## config.mk

```make
export PLATFORM = sky130hd
export DESIGN_NAME = ethernet_fcs_appender_top
export DESIGN_NICKNAME = d
export VERILOG_FILES = /design/src/efa_pkg.sv /design/src/efa_front.sv /design/src/efa_queue.sv /design/src/efa_back.sv /design/src/ethernet_fcs_appender_top.sv
export SDC_FILE = /design/constraint.sdc
export NUM_CORES = 1
export LEC_CHECK = 0
export BUFFER_PORTS_ARGS = -buffer_cell sky130_fd_sc_hd__buf_2
export CORE_MARGIN = 4
export CORE_UTILIZATION = 40
export DETAILED_ROUTE_END_ITERATION = 10
export GPL_ROUTABILITY_DRIVEN = 0
export PLACE_DENSITY = 0.63
export SYNTH_ARGS = -nofsm -noshare
export SYNTH_HDL_FRONTEND = slang
export SYNTH_SLANG_ARGS = --single-unit
```

## constraint.sdc

```tcl
create_clock -name clk -period 4 [get_ports clk]
set_clock_uncertainty 0.05 [all_clocks]
set_input_delay 0.6 -clock clk [delete_from_list [all_inputs] [get_ports clk]]
set_output_delay 0.6 -clock clk [all_outputs]
set_load 0.005 [all_outputs]
```

## src/efa_pkg.sv

```systemverilog
// ----------------------------------------------------------------------------
// Ethernet FCS appender: package
// Beat types, queue entry type, CRC constants and the byte-wide CRC update.
// ----------------------------------------------------------------------------
`default_nettype none

package efa_pkg;

    localparam logic [31:0] CRC_INIT    = 32'hFFFF_FFFF;
    localparam logic [31:0] CRC_POLY    = 32'hEDB8_8320;
    localparam logic [1:0]  QUEUE_DEPTH = 2'd2;
    localparam logic [1:0]  FCS_LAST    = 2'd3;

    typedef struct packed {
        logic [7:0] data_byte;
        logic       last_byte;
    } in_beat_t;

    typedef struct packed {
        logic [7:0] out_byte;
        logic       is_fcs;
        logic       frame_end;
    } out_beat_t;

    typedef struct packed {
        logic [7:0]  data;
        logic        last;
        logic [31:0] fcs;
    } q_entry_t;

    typedef struct packed {
        logic empty;
        logic full;
    } q_status_t;

    // Reflected CRC-32, one byte, LSB first.
    function automatic logic [31:0] crc_byte(input logic [31:0] crc, input logic [7:0] din);
        logic [31:0] c;
        c = crc ^ {24'd0, din};
        for (int b = 0; b < 8; b++)
        begin
            c = (c >> 1) ^ (CRC_POLY & {32{c[0]}});
        end
        return c;
    endfunction

endpackage

`default_nettype wire

```

## src/efa_front.sv

```systemverilog
// ----------------------------------------------------------------------------
// Ethernet FCS appender: front end
// Accepts byte beats, runs the CRC and pushes each byte with its FCS.
// ----------------------------------------------------------------------------
`default_nettype none

module efa_front (
    input  wire logic              clk,
    input  wire logic              rst_n,
    input  wire logic              byte_valid,
    input  wire efa_pkg::in_beat_t byte_data,
    input  wire efa_pkg::q_status_t q_status,
    output logic                   push,
    output efa_pkg::q_entry_t      push_entry
);

    logic [31:0] crc_reg;
    logic [31:0] crc_next;
    logic [31:0] crc_upd;

    assign push    = byte_valid && !q_status.full;
    assign crc_upd = efa_pkg::crc_byte(crc_reg, byte_data.data_byte);

    always_comb
    begin
        push_entry.data = byte_data.data_byte;
        push_entry.last = byte_data.last_byte;
        push_entry.fcs  = ~crc_upd;
        crc_next        = crc_reg;
        if (push)
        begin
            crc_next = byte_data.last_byte ? efa_pkg::CRC_INIT : crc_upd;
        end
    end

    always_ff @(posedge clk or negedge rst_n)
    begin
        if (!rst_n)
        begin
            crc_reg <= efa_pkg::CRC_INIT;
        end
        else
        begin
            crc_reg <= crc_next;
        end
    end

endmodule

`default_nettype wire

```

## src/efa_queue.sv

```systemverilog
// ----------------------------------------------------------------------------
// Ethernet FCS appender: decoupling queue
// Two-entry FIFO between front and back ends.
// ----------------------------------------------------------------------------
`default_nettype none

module efa_queue (
    input  wire logic               clk,
    input  wire logic               rst_n,
    input  wire logic               push,
    input  wire efa_pkg::q_entry_t  push_entry,
    input  wire logic               pop,
    output efa_pkg::q_entry_t       head,
    output efa_pkg::q_status_t      status
);

    efa_pkg::q_entry_t entry0_reg;
    efa_pkg::q_entry_t entry1_reg;
    logic              wr_ptr_reg;
    logic              wr_ptr_next;
    logic              rd_ptr_reg;
    logic              rd_ptr_next;
    logic [1:0]        count_reg;
    logic [1:0]        count_next;
    logic              do_push;
    logic              do_pop;

    assign status.empty = (count_reg == 2'd0);
    assign status.full  = (count_reg == efa_pkg::QUEUE_DEPTH);
    assign do_push      = push && !status.full;
    assign do_pop       = pop && !status.empty;
    assign head         = rd_ptr_reg ? entry1_reg : entry0_reg;

    always_comb
    begin
        wr_ptr_next = do_push ? ~wr_ptr_reg : wr_ptr_reg;
        rd_ptr_next = do_pop ? ~rd_ptr_reg : rd_ptr_reg;
        count_next  = count_reg;
        if (do_push && !do_pop)
        begin
            count_next = count_reg + 2'd1;
        end
        else if (do_pop && !do_push)
        begin
            count_next = count_reg - 2'd1;
        end
    end

    always_ff @(posedge clk or negedge rst_n)
    begin
        if (!rst_n)
        begin
            wr_ptr_reg <= 1'b0;
            rd_ptr_reg <= 1'b0;
            count_reg  <= 2'd0;
        end
        else
        begin
            wr_ptr_reg <= wr_ptr_next;
            rd_ptr_reg <= rd_ptr_next;
            count_reg  <= count_next;
        end
    end

    always_ff @(posedge clk)
    begin
        if (do_push && !wr_ptr_reg)
        begin
            entry0_reg <= push_entry;
        end
        if (do_push && wr_ptr_reg)
        begin
            entry1_reg <= push_entry;
        end
    end

endmodule

`default_nettype wire

```

## src/efa_back.sv

```systemverilog
// ----------------------------------------------------------------------------
// Ethernet FCS appender: back end
// Drains the queue into the output register, expanding the last byte of a
// frame into itself plus four FCS bytes.
// ----------------------------------------------------------------------------
`default_nettype none

module efa_back (
    input  wire logic               clk,
    input  wire logic               rst_n,
    input  wire efa_pkg::q_entry_t  head,
    input  wire efa_pkg::q_status_t q_status,
    output logic                    pop,
    output logic                    result_valid,
    input  wire logic               result_stall,
    output efa_pkg::out_beat_t      result_data
);

    typedef enum logic [1:0] {
        ST_DATA = 2'b01,
        ST_FCS  = 2'b10
    } back_state_t;

    back_state_t        state_reg;
    back_state_t        state_next;
    logic [1:0]         idx_reg;
    logic [1:0]         idx_next;
    logic [31:0]        fcs_reg;
    logic [31:0]        fcs_next;
    logic               valid_reg;
    logic               valid_next;
    efa_pkg::out_beat_t out_reg;
    efa_pkg::out_beat_t out_next;
    logic               can_load;
    logic               load;

    // output register is free when empty or being taken this cycle
    assign can_load     = !valid_reg || !result_stall;
    assign result_valid = valid_reg;
    assign result_data  = out_reg;

    always_comb
    begin
        state_next = state_reg;
        idx_next   = idx_reg;
        fcs_next   = fcs_reg;
        out_next   = out_reg;
        load       = 1'b0;
        pop        = 1'b0;
        unique case (state_reg)
            ST_DATA:
            begin
                if (can_load && !q_status.empty)
                begin
                    load               = 1'b1;
                    pop                = 1'b1;
                    out_next.out_byte  = head.data;
                    out_next.is_fcs    = 1'b0;
                    out_next.frame_end = 1'b0;
                    fcs_next           = head.fcs;
                    idx_next           = 2'd0;
                    if (head.last)
                    begin
                        state_next = ST_FCS;
                    end
                end
            end
            ST_FCS:
            begin
                if (can_load)
                begin
                    load               = 1'b1;
                    out_next.out_byte  = fcs_reg[7:0];
                    out_next.is_fcs    = 1'b1;
                    out_next.frame_end = (idx_reg == efa_pkg::FCS_LAST);
                    fcs_next           = {8'd0, fcs_reg[31:8]};
                    idx_next           = idx_reg + 2'd1;
                    if (idx_reg == efa_pkg::FCS_LAST)
                    begin
                        state_next = ST_DATA;
                    end
                end
            end
            default:
            begin
                state_next = ST_DATA;
            end
        endcase
        valid_next = load ? 1'b1 : (valid_reg && result_stall);
    end

    always_ff @(posedge clk or negedge rst_n)
    begin
        if (!rst_n)
        begin
            state_reg <= ST_DATA;
            idx_reg   <= 2'd0;
            valid_reg <= 1'b0;
        end
        else
        begin
            state_reg <= state_next;
            idx_reg   <= idx_next;
            valid_reg <= valid_next;
        end
    end

    always_ff @(posedge clk)
    begin
        fcs_reg <= fcs_next;
        out_reg <= out_next;
    end

endmodule

`default_nettype wire

```

## src/ethernet_fcs_appender_top.sv

```systemverilog
// ----------------------------------------------------------------------------
// Ethernet FCS appender: top level
// Passes a byte stream through and appends the CRC-32 frame check sequence.
// ----------------------------------------------------------------------------
// Frame bytes come in one beat each on the byte channel, last_byte set on the
// final byte of a frame. Every byte goes out unchanged; after the final byte
// the four FCS bytes follow, least significant first, is_fcs set on all four
// and frame_end on the fourth. Rate: the input takes one beat per cycle; each
// ordinary byte gives one output beat and a final byte gives five, the four
// extra set by the back-end FCS sequencer, which drives one output beat per
// cycle when not stalled. The front end stalls only when its two-entry
// queue is full. Each byte is registered in a queue entry, then in out_reg.
// ----------------------------------------------------------------------------
`default_nettype none

module ethernet_fcs_appender_top (
    input  wire logic               clk,
    input  wire logic               rst_n,
    // byte channel (frame bytes without FCS)
    input  wire logic               byte_valid,
    output logic                    byte_stall,
    input  wire efa_pkg::in_beat_t  byte_data,
    // result channel (frame bytes plus FCS)
    output logic                    result_valid,
    input  wire logic               result_stall,
    output efa_pkg::out_beat_t      result_data
);

    // front end -> queue
    logic               push;
    efa_pkg::q_entry_t  push_entry;
    // queue -> back end
    logic               pop;
    efa_pkg::q_entry_t  head;
    efa_pkg::q_status_t q_status;

    // input is held off only by a full queue
    assign byte_stall = q_status.full;

    // Front end: CRC accumulator; each beat carries the FCS as of that byte,
    // so only the final byte's FCS is ever used downstream.
    efa_front u_front (
        .clk        (clk),
        .rst_n      (rst_n),
        .byte_valid (byte_valid),
        .byte_data  (byte_data),
        .q_status   (q_status),
        .push       (push),
        .push_entry (push_entry)
    );

    // Two-entry queue decouples input acceptance from FCS insertion.
    efa_queue u_queue (
        .clk        (clk),
        .rst_n      (rst_n),
        .push       (push),
        .push_entry (push_entry),
        .pop        (pop),
        .head       (head),
        .status     (q_status)
    );

    // Back end: output register plus FCS byte sequencer.
    efa_back u_back (
        .clk          (clk),
        .rst_n        (rst_n),
        .head         (head),
        .q_status     (q_status),
        .pop          (pop),
        .result_valid (result_valid),
        .result_stall (result_stall),
        .result_data  (result_data)
    );

endmodule

`default_nettype wire

```

Word level (Yosys, flattened, before mapping) --
Cells that the tools add are included. Widths: inputs -> output; s select.
Storage, ports and cells: register bits after elaboration 165, input bits 13, output and inout port bits 12, word-level logic and storage cells 85
Cells by class: $add $sub $neg 3, eq/ne operators 8, mux-type cells 23, bitwise operators 12, reduce and logical (&&, ||, !) cells 22
Operators by type and width (number):
- $xor 31x32->32 | 8
- $mux 32 | 3
- $pmux 32 s2 | 1
- $mux 41 | 1
- $not 32->32 | 1
- $xor 32x8->32 | 1
- $mux 10 | 2
- $pmux 10 s2 | 1
- $mux 2 | 8
- $logic_and 1x1->1 | 9
- $pmux 2 s2 | 2
- $logic_not 1->1 | 7
- $eq 2x2->1 const B | 3
- $ne 2x1->1 const B | 3
- $add 2x1->2 const B | 2
- $mux 1 | 4
- $reduce_and 4->1 | 1
- $reduce_bool 2->1 | 2
- $reduce_and 3->1 | 1
- $eq 2x1->1 const B | 1
- $logic_not 2->1 | 1
- $ne 2x2->1 const B | 1
- $not 1->1 | 2
- $pmux 1 s2 | 1
- 2 further kinds | 2

Longest topological paths before layout --
word-level depth 10, gate-level depth with buffers 8, mapped depth without buffers 7

Hierarchy --
From an unflattened synthesis, not the netlist that was laid out.
Unflattened totals: cells, all modules 442, area total of the unflattened synthesis 7654.8 sq um
Modules (own cells, without submodules):
- efa_queue | instances 1, cells each 147, area an instance 3358.2 sq um, sequential area each 2562.5 sq um
- efa_front | instances 1, cells each 179, area an instance 2270.9 sq um, sequential area each 840.8 sq um
- efa_back | instances 1, cells each 116, area an instance 2025.7 sq um, sequential area each 1387.6 sq um

Worst setup path before layout --
Ideal clock, no wire load.
kind reg2reg, start point register u_back.state_reg[0], end point register u_back.idx_reg[0], arrival time 3.294 ns, required time 3.824 ns, setup slack 0.530 ns, cell stages (with the launch flop) 7, path buffers 0, clock period less this slack 3.470 ns, path through dfstp_2 inv_1 ha_1 a31oi_1 nor2_1 nor2_1 mux2_2
Between the ends: longest elaborated chain between the ends 3
RTL lines:
- start, declared | line efa_back.sv:24 | back_state_t state_reg;
- start signal, assigned | line efa_back.sv:102 | state_reg <= state_next;
- $eq 2x2->1 / $eq 2x1->1 (equally long branches) | line efa_back.sv:50 | unique case (state_reg)
- $ne 2x1->1 (no source line) / $reduce_bool 2->1 (equally long branches)
- $reduce_and 3->1 (no source line)
- end signal, assigned | line efa_back.sv:103 | idx_reg <= idx_next;
- end, declared | line efa_back.sv:26 | logic [1:0] idx_reg;
Several ways; a longest one is shown, not always the timed one. A chain may end at the register's enable or synchronous reset.

Worst setup path in the final report --
Ends and elaborated chain as after synthesis.

==> flow_summary.toml <==
[yosys]
synth_top_family_by_area = "XOR/XNOR gates"
synth_fa_ha_area_frac = 0.00704
synthMostInstantiatedCell = "edfxtp_1"
synth-simple-area-share = 0.0456
synth_top_cells_by_area = "edfxtp_1 52%, dfstp_2 12%, mux2i_1 5.9%, xnor3_1 5.4%, xnor2_1 3.9%"
async_reset_ff_frac = 0.248
synth_area_um2 = 7110
syn-num-nets = 482
ys_ff_latch = 165
synth.avg_cell_area_um2 = 15.3
synth_top_area_share = 0.524
syn_inst = 465
synth_xor_area_frac = 0.144
yosysWarnings = 0
synth_mux_area_frac = 0.0623
ys.flop_type = "edfxtp_1"
synth_edf_count = 124
yosysSeqAreaShare = 0.674
yosysUniqueCellTypes = 33
ys_top_cells_by_count = "124 x edfxtp_1, 42 x mux2i_1, 42 x nor2_1"
synth-compound-area-share = 0.0538
yosysTopAreaCell = "edfxtp_1"

[drt]
drc_errors = 0
drt_first_pass_iters = 4
drtAntennaViolNets = 0
vias_per_cell = 4.90
wl_per_cell_um = 17.8
via_count = 3592
wl_mm = 13.1
dr.first_iter.drc_count = 161

[global_route]
grt_overflow = 0
grt_start_max_net_pins = 79
grt_pass1_vias = 3784
grt_pass1_wl_mm = 21.1
grt_usage = 0.139
antenna_found_initial = 0

[clocking]
postCtsResizedCells = 0
cts.clk_slew.worst_paths_ps = 60
cts.path.max_buffers = 2
holdBufCountCts = 0
h-tree-depth = 4
cts_buffers = 17
cts_tree = "done"
clock_latency_ps = 410
clockRootBuffer = "clkbuf_16"
postCtsSetupBuffers = 0
cts_sinks = 165

[placed_design]
place_hpwl_mm = 8.09
place_area_um2 = 7510
portBuffers = 24

[cells_and_area]
fillers = 1481
multiInputGateArea_um2 = 2240
regArea_um2 = 4790
post-route-util = 0.463
drive_above_1_share = 0.222
area_growth_syn_to_layout_pct = 13.1
final_nets = 512
design_area_um2 = 8040
diodes = 0

[run]
drv_cap = 0

[timing]
fin_crit_ps = 2390
holdWs_ps = 297
slew_headroom = 0.222
report.final.slew_viol_count = 0
tightestPinTransition_ps = 1170
tns_ps = 0
hold_violations = 0
fin_crit_sh = 0.598
setup_violations = 0
fmax_ghz = 0.418
grt_setup_unrepaired = "false"

[setup_path]
cp-end-kind = "flop"
critPathMaxFanout = 33
critical_path.startpoint = "u_back.state_reg[0]"
max_stage_delay_ps = 530
crit_slowest_cell = "dfstp_2"
path_cells = "inv_1 > ha_2 > a31oi_1 > nor2_1 > nor2_4 > buf_4 > mux2_2"
cp_data_required_time_ps = 4250
critPathBufInv = 2
critPathLaunchType = "flop"
worst_path_dominant_cell_family = "buffers and inverters"
timing.setup.critical_path_class = "flop to flop"
arrival_ps = 2640
r2r_start = "u_back.state_reg[0]"

[worst_hold_path]
hold_class = "input port to asynchronous set/reset pin"

[floorplanning]
die_area_um2 = 20000
die_y_um = 141
rows = 48
initial_core_util = 0.410
io_pins = 25
core_area_um2 = 17400
die_w_um = 141

[power_and_ir_drop]
peakVddDrop_mv = 0.615
leakage_nw = 3.02
power_density_nw_per_um2 = 1060

[status]
status = "finished, final reports clean"
[power by group]
part | internal [mW] | switching [mW]
logic | 1.44 | 1.85
registers | 3.36 | 0.391
clock network | 0.798 | 0.658
[placed cells by master, fill, tap and decap left out, types with 2 or more instances in the layout]
cell type,n
a21oi_1,29
a2bb2oi_1,2
buf_2,24
buf_4,6
clkbuf_16,17
clkinv_2,3
clkinv_4,3
clkinvlp_4,5
dfrtp_1,7
dfstp_2,33
edfxtp_1,124
ha_1,3
inv_1,6
inv_6,3
mux2_2,2
mux2i_1,42
nand2_1,36
nand2b_1,2
nor2_1,39
nor2_4,2
o21ai_0,34
o22a_1,2
xnor2_1,32
xnor2_2,3
xnor2_4,5
xnor3_1,17
xor2_1,12
[layout make-up]
| cell class | count | share of cell area |
|---|---|---|
| Sequential cell | 165 | 0.596 |
| Multi-Input combinational cell | 274 | 0.279 |
| Clock buffer | 18 | 0.0534 |
| Tap cell | 225 | 0.0350 |
| Timing Repair Buffer | 30 | 0.0205 |
| Clock inverter | 14 | 0.0131 |
| Inverter | 7 | 0.00327 |
[metal layers]
layer  share of wire  GRT usage  up-vias
met2            0.49      0.232       51
met3           0.035     0.0307        6
met4           0.012     0.0444        0
li1                -          -     1732
met5               0          0        -
met1            0.46      0.182     1803
[worst paths after layout]
check | to | cells after the start | slack, ps
max reg2reg | u_back.idx_reg[0] | 7 | 1610
min reg2reg | u_front.crc_reg[12] | 2 | 450
min | u_queue.count_reg[0] | 1 | 300
min in group clk | u_queue.entry0_reg[32] | 1 | 360
max | u_back.idx_reg[0] | 7 | 1610
max in group asynchronous | u_queue.rd_ptr_reg | 1 | 2930
[per-stage QoR]
| step | std cells | power [mW] | worst slack, ps |
|---|---|---|---|
| after floorplan | 465 | 6.16 | 530 |
| after global placement | 701 | 7.03 | 1530 |
| after detailed placement | 701 | 7.15 | 1480 |
| after CTS | 733 | 8.62 | 1580 |
| after global routing | 733 | 9.03 | 1410 |
| final | 733 | 8.51 | 1610 |
[kinds of logic after synthesis]
family / count (synthesis)
multiplexers: 44
buffers and inverters: 26
AND/OR/NAND/NOR: 83
flip-flops: 165
AO/OA/AOI/OAI: 71
adder cells (fa/ha/maj): 4
XOR/XNOR: 72
(Power assumes the default switching activity.)
